[config.mk]
export PLATFORM = sky130hd
export DESIGN_NAME = motor_feedback_multi_turn_tracker_flat
export DESIGN_NICKNAME = d
export VERILOG_FILES = /design/src/sv/mftt_pkg.sv /design/src/sv/mftt_if.sv /design/src/sv/mftt_track.sv /design/src/sv/motor_feedback_multi_turn_tracker.sv /design/src/flat_wrapper.sv
export SDC_FILE = /design/constraint.sdc
export NUM_CORES = 1
export LEC_CHECK = 0
export ABC_AREA = 1
export BUFFER_PORTS_ARGS = -buffer_cell sky130_fd_sc_hd__buf_2
export CORE_ASPECT_RATIO = 1.25
export CORE_UTILIZATION = 32
export CTS_CLUSTER_SIZE = 8
export DETAILED_ROUTE_END_ITERATION = 12
export PLACE_DENSITY = 0.48
export SYNTH_ARGS = -nofsm -noshare
export SYNTH_HDL_FRONTEND = slang
export SYNTH_HIERARCHICAL = 1
export SYNTH_SLANG_ARGS = --single-unit
[constraint.sdc]
create_clock -name clk -period 39.3 [get_ports clk]
set_clock_uncertainty 0.05 [all_clocks]
set_input_delay 9.825 -clock clk [delete_from_list [all_inputs] [get_ports clk]]
set_output_delay 9.825 -clock clk [all_outputs]
set_load 0.02 [all_outputs]
[src/sv/mftt_pkg.sv]
// Shared constants, register codes and types of the multi-turn tracker.
package mftt_pkg;

  localparam int NUM_MOTORS = 4;
  localparam int IDX_W      = (NUM_MOTORS > 1) ? $clog2(NUM_MOTORS) : 1;

  localparam int ID_W    = 11;
  localparam int ANGLE_W = 16;
  localparam int CNT_W   = 8;
  localparam int CUR_W   = 14;
  localparam int CFG_W   = 11;

  // One encoder turn is 8192 counts; a step larger than half a turn is a wrap.
  localparam int TURN_SHIFT = 13;
  localparam logic signed [ANGLE_W:0] JUMP_POS = 17'sd4096;
  localparam logic signed [ANGLE_W:0] JUMP_NEG = -17'sd4096;

  // x / 5 == (x * 52429) >> 18 for every 16-bit unsigned x.
  localparam logic [15:0] DIV5_RECIP = 16'd52429;
  localparam int          DIV5_SHIFT = 18;

  localparam logic [ID_W-1:0]  BASE_ID_RST     = 11'd513;
  localparam logic [CNT_W-1:0] CALIB_FRAMES_RST = 8'd51;
  localparam logic [CNT_W-1:0] CNT_MAX          = 8'hFF;

  typedef enum logic [0:0] {
    REG_BASE_ID      = 1'b0,
    REG_CALIB_FRAMES = 1'b1
  } reg_index_t;

  typedef struct packed {
    logic               matched;
    logic [1:0]         motor_index;
    logic               calibrating;
    logic signed [31:0] round_count;
    logic signed [31:0] multi_turn_pos;
  } track_result_t;

endpackage

[src/sv/mftt_if.sv]
// Channel interfaces: feedback frame input, result output and configuration writes.
interface mftt_in_if;
  logic                              valid;
  logic                              ready;
  logic [mftt_pkg::ID_W-1:0]         frame_id;
  logic [mftt_pkg::ANGLE_W-1:0]      angle_raw;
  logic signed [15:0]                speed_raw;
  logic signed [15:0]                current_raw;
  logic [7:0]                        temp_raw;

  modport source (output valid, frame_id, angle_raw, speed_raw, current_raw, temp_raw,
                  input ready);
  modport sink   (input valid, frame_id, angle_raw, speed_raw, current_raw, temp_raw,
                  output ready);
endinterface

interface mftt_out_if;
  logic                              valid;
  logic                              ready;
  logic                              matched;
  logic [1:0]                        motor_index;
  logic                              calibrating;
  logic [mftt_pkg::ANGLE_W-1:0]      angle_out;
  logic signed [15:0]                speed_out;
  logic signed [mftt_pkg::CUR_W-1:0] current_scaled;
  logic [7:0]                        temp_out;
  logic signed [31:0]                round_count;
  logic signed [31:0]                multi_turn_pos;

  modport source (output valid, matched, motor_index, calibrating, angle_out, speed_out,
                  current_scaled, temp_out, round_count, multi_turn_pos,
                  input ready);
  modport sink   (input valid, matched, motor_index, calibrating, angle_out, speed_out,
                  current_scaled, temp_out, round_count, multi_turn_pos,
                  output ready);
endinterface

interface mftt_cfg_if;
  logic                         valid;
  logic                         ready;
  mftt_pkg::reg_index_t         reg_index;
  logic [mftt_pkg::CFG_W-1:0]   data;

  modport source (output valid, reg_index, data, input ready);
  modport sink   (input valid, reg_index, data, output ready);
endinterface

[src/sv/mftt_track.sv]
// Per-motor calibration and round tracking state with its combinational update logic.
module mftt_track (
  input  logic                          clk,
  input  logic                          rst_n,
  input  logic                          step,
  input  logic [mftt_pkg::ID_W-1:0]     frame_id,
  input  logic [mftt_pkg::ANGLE_W-1:0]  angle,
  input  logic [mftt_pkg::ID_W-1:0]     base_id,
  input  logic [mftt_pkg::CNT_W-1:0]    calib_frames,
  output mftt_pkg::track_result_t       result
);
  import mftt_pkg::*;

  logic [CNT_W-1:0]   frame_count_r [NUM_MOTORS];
  logic [ANGLE_W-1:0] last_angle_r  [NUM_MOTORS];
  logic [ANGLE_W-1:0] offset_r      [NUM_MOTORS];
  logic [31:0]        round_r       [NUM_MOTORS];

  logic [ID_W:0]             id_diff;
  logic                      hit;
  logic [IDX_W-1:0]          idx;
  logic [CNT_W-1:0]          cnt_cur;
  logic                      calib;
  logic signed [ANGLE_W:0]   delta;
  logic [31:0]               round_nxt;
  logic [ANGLE_W-1:0]        offset_nxt;
  logic [CNT_W-1:0]          cnt_nxt;
  logic [31:0]               total;

  always_comb begin
    // The borrow bit of the subtraction flags an identifier below the base.
    id_diff = {1'b0, frame_id} - {1'b0, base_id};
    hit     = !id_diff[ID_W] && (id_diff[ID_W-1:0] < ID_W'(NUM_MOTORS));
    idx     = id_diff[IDX_W-1:0];

    cnt_cur = frame_count_r[idx];
    calib   = cnt_cur < calib_frames;
    cnt_nxt = (cnt_cur == CNT_MAX) ? cnt_cur : cnt_cur + 1'b1;
    delta   = $signed({1'b0, angle}) - $signed({1'b0, last_angle_r[idx]});

    round_nxt = round_r[idx];
    if (!calib) begin
      if (delta > JUMP_POS) begin
        round_nxt = round_r[idx] - 32'd1;
      end else if (delta < JUMP_NEG) begin
        round_nxt = round_r[idx] + 32'd1;
      end
    end
    offset_nxt = calib ? angle : offset_r[idx];
    total = {round_nxt[31-TURN_SHIFT:0], {TURN_SHIFT{1'b0}}}
            + 32'(angle) - 32'(offset_nxt);

    result = '0;
    if (hit) begin
      result.matched        = 1'b1;
      result.motor_index    = 2'(idx);
      result.calibrating    = calib;
      result.round_count    = round_nxt;
      result.multi_turn_pos = total;
    end
  end

  always_ff @(posedge clk) begin
    if (!rst_n) begin
      for (int m = 0; m < NUM_MOTORS; m++) begin
        frame_count_r[m] <= '0;
        last_angle_r[m]  <= '0;
        offset_r[m]      <= '0;
        round_r[m]       <= '0;
      end
    end else if (step && hit) begin
      frame_count_r[idx] <= cnt_nxt;
      last_angle_r[idx]  <= angle;
      offset_r[idx]      <= offset_nxt;
      round_r[idx]       <= round_nxt;
    end
  end

endmodule

[src/sv/motor_feedback_multi_turn_tracker.sv]
// Top level of the multi-turn tracker: handshake, configuration and result register.
// The block takes one feedback frame per clock while the output does not stall, and
// answers each with exactly one result beat: the frame lands in an input register, and
// when it advances the motor's stored state is read, updated and written back while the
// result register is loaded, which then offers the result until it is taken. Frames for
// the same motor may follow each other back to back, since the state write and the result
// load share one edge. A result waiting on a stalled output does not block the next frame
// from entering the input register. Configuration writes are always taken (cfg ready is
// tied high) and should be issued only while the block is idle.
module motor_feedback_multi_turn_tracker (
  input  logic       clk,
  input  logic       rst_n,
  mftt_in_if.sink    in_ch,
  mftt_out_if.source out_ch,
  mftt_cfg_if.sink   cfg_ch
);
  import mftt_pkg::*;

  logic [ID_W-1:0]  base_id_r;
  logic [CNT_W-1:0] calib_frames_r;

  logic                s1_valid_r;
  logic [ID_W-1:0]     s1_frame_id_r;
  logic [ANGLE_W-1:0]  s1_angle_r;
  logic signed [15:0]  s1_speed_r;
  logic signed [15:0]  s1_current_r;
  logic [7:0]          s1_temp_r;

  logic                   out_valid_r;
  logic                   out_valid_nxt;
  track_result_t          out_res_r;
  logic [ANGLE_W-1:0]     out_angle_r;
  logic signed [15:0]     out_speed_r;
  logic signed [CUR_W-1:0] out_current_r;
  logic [7:0]             out_temp_r;

  logic                    advance;
  logic                    in_take;
  track_result_t           res;
  logic [15:0]             cur_mag;
  logic [31:0]             cur_prod;
  logic [CUR_W-1:0]        cur_q;
  logic signed [CUR_W-1:0] given;

  assign advance      = s1_valid_r && (!out_valid_r || out_ch.ready);
  assign in_ch.ready  = !s1_valid_r || advance;
  assign in_take      = in_ch.valid && in_ch.ready;
  assign cfg_ch.ready = 1'b1;

  always_ff @(posedge clk) begin
    if (!rst_n) begin
      base_id_r      <= BASE_ID_RST;
      calib_frames_r <= CALIB_FRAMES_RST;
    end else if (cfg_ch.valid) begin
      unique case (cfg_ch.reg_index)
        REG_BASE_ID:      base_id_r      <= cfg_ch.data;
        REG_CALIB_FRAMES: calib_frames_r <= cfg_ch.data[CNT_W-1:0];
        default:          ;
      endcase
    end
  end

  always_ff @(posedge clk) begin
    if (!rst_n) begin
      s1_valid_r <= 1'b0;
    end else begin
      s1_valid_r <= in_take || (s1_valid_r && !advance);
    end
  end

  always_ff @(posedge clk) begin
    if (in_take) begin
      s1_frame_id_r <= in_ch.frame_id;
      s1_angle_r    <= in_ch.angle_raw;
      s1_speed_r    <= in_ch.speed_raw;
      s1_current_r  <= in_ch.current_raw;
      s1_temp_r     <= in_ch.temp_raw;
    end
  end

  mftt_track u_track (
    .clk          (clk),
    .rst_n        (rst_n),
    .step         (advance),
    .frame_id     (s1_frame_id_r),
    .angle        (s1_angle_r),
    .base_id      (base_id_r),
    .calib_frames (calib_frames_r),
    .result       (res)
  );

  // Division by minus five: divide the magnitude by five, then flip the sign.
  always_comb begin
    cur_mag  = s1_current_r[15] ? 16'(-s1_current_r) : 16'(s1_current_r);
    cur_prod = 32'(cur_mag) * 32'(DIV5_RECIP);
    cur_q    = cur_prod[DIV5_SHIFT+CUR_W-1:DIV5_SHIFT];
    given    = s1_current_r[15] ? $signed(cur_q) : -$signed(cur_q);
  end

  always_comb begin
    if (advance) begin
      out_valid_nxt = 1'b1;
    end else if (out_ch.ready) begin
      out_valid_nxt = 1'b0;
    end else begin
      out_valid_nxt = out_valid_r;
    end
  end

  always_ff @(posedge clk) begin
    if (!rst_n) begin
      out_valid_r <= 1'b0;
    end else begin
      out_valid_r <= out_valid_nxt;
    end
  end

  // Pass-through fields read as zero on a beat for an untracked identifier.
  always_ff @(posedge clk) begin
    if (advance) begin
      out_res_r     <= res;
      out_angle_r   <= res.matched ? s1_angle_r : '0;
      out_speed_r   <= res.matched ? s1_speed_r : '0;
      out_current_r <= res.matched ? given : '0;
      out_temp_r    <= res.matched ? s1_temp_r : '0;
    end
  end

  assign out_ch.valid          = out_valid_r;
  assign out_ch.matched        = out_res_r.matched;
  assign out_ch.motor_index    = out_res_r.motor_index;
  assign out_ch.calibrating    = out_res_r.calibrating;
  assign out_ch.angle_out      = out_angle_r;
  assign out_ch.speed_out      = out_speed_r;
  assign out_ch.current_scaled = out_current_r;
  assign out_ch.temp_out       = out_temp_r;
  assign out_ch.round_count    = out_res_r.round_count;
  assign out_ch.multi_turn_pos = out_res_r.multi_turn_pos;

  a_stall_only_when_full: assert property (@(posedge clk) disable iff (!rst_n)
    !in_ch.ready |-> (s1_valid_r && out_valid_r && !out_ch.ready))
    else $error("input stalled while a stage was free");

  a_unmatched_zero: assert property (@(posedge clk) disable iff (!rst_n)
    (out_valid_r && !out_res_r.matched) |->
      (out_res_r.round_count == 32'sd0 && out_res_r.multi_turn_pos == 32'sd0 &&
       out_res_r.motor_index == 2'd0 && !out_res_r.calibrating))
    else $error("untracked frame produced nonzero tracking fields");

  a_calib_total: assert property (@(posedge clk) disable iff (!rst_n)
    (out_valid_r && out_res_r.calibrating) |->
      (out_res_r.multi_turn_pos ==
       {out_res_r.round_count[31-TURN_SHIFT:0], {TURN_SHIFT{1'b0}}}))
    else $error("calibration beat total is not a whole number of turns");

  a_result_from_stage: assert property (@(posedge clk) disable iff (!rst_n)
    $rose(out_valid_r) |-> $past(s1_valid_r))
    else $error("result appeared without a frame in the input register");

  a_result_held: assert property (@(posedge clk) disable iff (!rst_n)
    (out_valid_r && !out_ch.ready) |=> (out_valid_r && $stable(out_res_r)))
    else $error("stalled result changed");

endmodule

[src/flat_wrapper.sv]
// flat-port wrapper written by rule: the top's interface ports become plain ports
module motor_feedback_multi_turn_tracker_flat import mftt_pkg::*;
  (clk, rst_n, in_ch_valid, in_ch_frame_id, in_ch_angle_raw, in_ch_speed_raw, in_ch_current_raw, in_ch_temp_raw, in_ch_ready, out_ch_valid, out_ch_matched, out_ch_motor_index, out_ch_calibrating, out_ch_angle_out, out_ch_speed_out, out_ch_current_scaled, out_ch_temp_out, out_ch_round_count, out_ch_multi_turn_pos, out_ch_ready, cfg_ch_valid, cfg_ch_reg_index, cfg_ch_data, cfg_ch_ready);
  mftt_in_if in_ch_i ();
  mftt_out_if out_ch_i ();
  mftt_cfg_if cfg_ch_i ();
  input  logic clk;
  input  logic rst_n;
  input wire logic [$bits(in_ch_i.valid)-1:0] in_ch_valid;
  input wire logic [$bits(in_ch_i.frame_id)-1:0] in_ch_frame_id;
  input wire logic [$bits(in_ch_i.angle_raw)-1:0] in_ch_angle_raw;
  input wire logic [$bits(in_ch_i.speed_raw)-1:0] in_ch_speed_raw;
  input wire logic [$bits(in_ch_i.current_raw)-1:0] in_ch_current_raw;
  input wire logic [$bits(in_ch_i.temp_raw)-1:0] in_ch_temp_raw;
  output wire logic [$bits(in_ch_i.ready)-1:0] in_ch_ready;
  output wire logic [$bits(out_ch_i.valid)-1:0] out_ch_valid;
  output wire logic [$bits(out_ch_i.matched)-1:0] out_ch_matched;
  output wire logic [$bits(out_ch_i.motor_index)-1:0] out_ch_motor_index;
  output wire logic [$bits(out_ch_i.calibrating)-1:0] out_ch_calibrating;
  output wire logic [$bits(out_ch_i.angle_out)-1:0] out_ch_angle_out;
  output wire logic [$bits(out_ch_i.speed_out)-1:0] out_ch_speed_out;
  output wire logic [$bits(out_ch_i.current_scaled)-1:0] out_ch_current_scaled;
  output wire logic [$bits(out_ch_i.temp_out)-1:0] out_ch_temp_out;
  output wire logic [$bits(out_ch_i.round_count)-1:0] out_ch_round_count;
  output wire logic [$bits(out_ch_i.multi_turn_pos)-1:0] out_ch_multi_turn_pos;
  input wire logic [$bits(out_ch_i.ready)-1:0] out_ch_ready;
  input wire logic [$bits(cfg_ch_i.valid)-1:0] cfg_ch_valid;
  input wire logic [$bits(cfg_ch_i.reg_index)-1:0] cfg_ch_reg_index;
  input wire logic [$bits(cfg_ch_i.data)-1:0] cfg_ch_data;
  output wire logic [$bits(cfg_ch_i.ready)-1:0] cfg_ch_ready;
  assign in_ch_i.valid = in_ch_valid;
  assign in_ch_i.frame_id = in_ch_frame_id;
  assign in_ch_i.angle_raw = in_ch_angle_raw;
  assign in_ch_i.speed_raw = in_ch_speed_raw;
  assign in_ch_i.current_raw = in_ch_current_raw;
  assign in_ch_i.temp_raw = in_ch_temp_raw;
  assign in_ch_ready = in_ch_i.ready;
  assign out_ch_valid = out_ch_i.valid;
  assign out_ch_matched = out_ch_i.matched;
  assign out_ch_motor_index = out_ch_i.motor_index;
  assign out_ch_calibrating = out_ch_i.calibrating;
  assign out_ch_angle_out = out_ch_i.angle_out;
  assign out_ch_speed_out = out_ch_i.speed_out;
  assign out_ch_current_scaled = out_ch_i.current_scaled;
  assign out_ch_temp_out = out_ch_i.temp_out;
  assign out_ch_round_count = out_ch_i.round_count;
  assign out_ch_multi_turn_pos = out_ch_i.multi_turn_pos;
  assign out_ch_i.ready = out_ch_ready;
  assign cfg_ch_i.valid = cfg_ch_valid;
  assign cfg_ch_i.reg_index = cfg_ch_reg_index;
  assign cfg_ch_i.data = cfg_ch_data;
  assign cfg_ch_ready = cfg_ch_i.ready;
  motor_feedback_multi_turn_tracker u_core (.clk(clk), .rst_n(rst_n), .in_ch(in_ch_i), .out_ch(out_ch_i), .cfg_ch(cfg_ch_i));
endmodule
==> flow_summary.toml <==
[run_status]
status = "finished, final reports clean"

[die]
floorplan.io_pins = 209
fp.dieArea_mm2 = 0.102
core_area_mm2 = 0.0996
die_height_um = 357
start_util_pct = 32.5
chip_width_um = 286
floorplan.rows = 129

[power]
power-per-cell-area_mw_per_mm2 = 83.6
totalPowerFinal_w = 0.00307
power.ir.vdd_worst_uv = 72.8
power_leakage_nw = 16.7

[timing]
setup_violations = 0
worst_pin_slew_ns = 1.11
timing_hold_violations_final = 0
finalSetupTns_ns = 0
period_needed_ns = 20.25
slew_headroom_pct = 26.2
max_freq_mhz = 49.4
final.period_utilization_pct = 51.5
finalMaxSlewViolations = 0
rsz_0062_raised_after_global_routing = "no"

[critical_path]
critPathCaptureType = "output pin"
worst-r2r-cell-count = 41
r2r-start = "u_core/s1_frame_id_r[0]$_DFFE_PP_"
crit_path_end = "in_ch_ready"
critPathMaxFanout = 3
worst_r2r_endpoint = "u_core/out_ch.multi_turn_pos[31]$_DFFE_PP_"
worstPathRequired_ns = 29.42
classification_of_the_worst_setup_path = "input port to output pin"
rrSetupSlack_ns = 29.92
critical_path_arrival_ns = 10.37
cp-start-kind = "input port"
cp-startpoint = "out_ch_ready"

[cts]
clk_pin_slew_ns = 0.05
cts.htree.levels = 3
root_buffer = "clkbuf_16"
cts.repair_timing.setup_buffer_count = 0
cts-buffers-inserted = 73
clock-sinks = 498
clock_path_buffers = 3
clock_insertion_delay_worst_skew_ns = 0.65
cts_hold_repair.buffers = 0
tritoncts_clock_tree = "done"
post_cts_resized = 0

[synth]
post_synth_instance_area_mm2 = 0.0323
post_synth_edffs = 477
post_synthesis_sequential_area_ratio_pct = 45.6
synth.distinct_cells = 65
synth-main-ff-cell = "edfxtp_1"
synth_seq_cells = 498
netlist_instances = 3642
synth_warn = 6
async_set_or_reset_register_ratio_after_synthesis_pct = 0
net_count_after_synthesis = 4018
synthesis.area_per_instance_um2 = 8.87

[place]
gpl.final_weighted_congestion = 0.892
placement.cell_area_mm2 = 0.0347
numPortBuffers = 207
post-dp-hpwl_um = 61900

[drt]
num_vias = 24500
ant_nets = 0
firstDrtPassIters = 5
dr.first_iter.drc_count = 1281
wl_per_cell_um = 17.4
routed_wire_length_um = 90000
via_per_inst = 4.74
drc = 0

[global_routing]
grt.overflow.total = 0
antenna_violations_before_repair = 0
grt_pass1_vias = 24800
pin_count_of_the_biggest_net_entering_global_routing = 135
wire_length_of_the_first_global_routing_pass_um = 141000
groute.usage.overall_pct = 17.7

[final_layout]
num-fill-cells = 10200
antenna-diode-count = 0
num-nets-final = 4207
fin_util_pct = 36.9
post-route-cell-area_mm2 = 0.0367
share_of_post_route_cells_with_drive_strength_above_1_pct = 13.1
area.growth.synth_to_final_pct = 13.6

[min_path]
worst_hold_path_type = "register to register"

[job]
maxCapViolCount = 0
==> how the worst min path moves through the flow <==
stage,from,to,slack (ns),depth (start not counted)
after floorplan,u_core/base_id_r[9]$_SDFFE_PN1P_,u_core/base_id_r[9]$_SDFFE_PN1P_,0.38,2
final,u_core/base_id_r[9]$_SDFFE_PN1P_,u_core/base_id_r[9]$_SDFFE_PN1P_,0.41,2
after global placement,u_core/base_id_r[9]$_SDFFE_PN1P_,u_core/base_id_r[9]$_SDFFE_PN1P_,0.41,2
after global routing,u_core/calib_frames_r[1]$_SDFFE_PN1P_,u_core/calib_frames_r[1]$_SDFFE_PN1P_,0.45,2
after CTS,u_core/base_id_r[9]$_SDFFE_PN1P_,u_core/base_id_r[9]$_SDFFE_PN1P_,0.42,2
after detailed placement,u_core/base_id_r[9]$_SDFFE_PN1P_,u_core/base_id_r[9]$_SDFFE_PN1P_,0.40,2
==> critical path: stages <==
cell	delay [ns]
buf_2	0.10
inv_1	0.13
nand3_1	0.13
buf_2	0.19
==> layer usage <==
| metal | GRT usage (%) | part of all wire, % | up-vias |
|---|---|---|---|
| met4 | 5.14 | 2.2 | 0 |
| li1 | - | - | 12300 |
| met2 | 32.4 | 51 | 393 |
| met1 | 21.2 | 43 | 11700 |
| met5 | 0 | 0 | - |
| met3 | 2.93 | 3.9 | 120 |
==> Yosys cell counts, types with 6 or more instances <==
cell,instances,area (um2)
a32o_1,16,160
nand2_4,9,101
a21o_1,9,67.6
o21ai_1,16,80.1
edfxtp_1,477,14300
o21bai_1,6,45.0
ha_1,212,2650
dfxtp_1,21,420
nand4_1,32,200
a21oi_1,127,636
or2_2,11,68.8
fa_1,80,1600
o21ai_2,31,272
o221ai_1,13,114
inv_2,23,86.3
o21ai_0,116,581
nor4_1,6,37.5
nor3_2,10,100
xnor2_1,25,219
nand3_1,163,816
buf_6,14,158
buf_4,17,128
buf_2,29,145
nor2_2,26,163
clkbuf_1,48,180
a31oi_1,9,56.3
nand3_2,9,90.1
nand2_1,798,3000
nand2_2,33,206
nor2_1,578,2170
nor3_1,35,175
inv_1,467,1750
buf_1,11,41.3
xor2_1,91,797
==> state kept, by name (all words and copies together), names as in the netlist, 32 cells and up <==
signal and flops:
u_core/out_ch.multi_turn_pos 32, u_core/out_ch.round_count 32, u_core/u_track/frame_count_r 32, u_core/u_track/last_angle_r 64, u_core/u_track/offset_r 64, u_core/u_track/round_r 128
==> power breakdown <==
part	switching (W)	internal (W)	leakage [nW]
Sequential	0.00000782	0.000602	5.03
Combinational	0.00125	0.000627	10.7
Clock	0.000239	0.000342	0.990
Total	0.00150	0.00157	16.7
==> placed cells by master (no fill, tap or decap), drive strengths merged, types with 26 or more instances in the layout <==
cell type | Yosys | layout
a21oi | 130 | 130
buf | 71 | 233
clkbuf | 48 | 85
edfxtp | 477 | 477
fa | 80 | 80
ha | 212 | 212
inv | 493 | 492
nand2 | 840 | 840
nand3 | 172 | 172
nand4 | 34 | 34
nor2 | 609 | 609
nor3 | 47 | 47
o21ai | 163 | 163
xnor2 | 26 | 26
xor2 | 93 | 93
==> area by class of cell <==
cell class	count	area, um2	share of cell area [%]
multi-input combinational	2530	15200	41.3
sequential	498	14700	40.2
clock buffer	85	1870	5.10
inverter	495	1870	5.09
tap	1310	1640	4.47
timing repair buffer	233	1260	3.42
clock inverter	9	171	0.467
==> kinds of logic after synthesis <==
logic type	count (synthesis)	synth area share, %
adder cells (fa/ha/maj)	292	13.2
multiplexers	1	0.0310
XOR/XNOR	119	3.29
AO/OA/AOI/OAI	381	7.24
flip-flops	498	45.6
buffers and inverters	614	7.79
other	1	0.0116
AND/OR/NAND/NOR	1736	22.8
==> stage by stage <==
stage,setup WS (ns),hold slack [ns],std cells
3_3_place_gp,19.05,0.405,5066
5_1_grt,18.99,0.445,5160
6_report,19.05,0.414,5160
4_1_cts,19.05,0.419,5160
3_5_place_dp,19.05,0.403,5066
2_1_floorplan,19.05,0.379,3642
No activity file was read; power rests on OpenSTA's default activity.
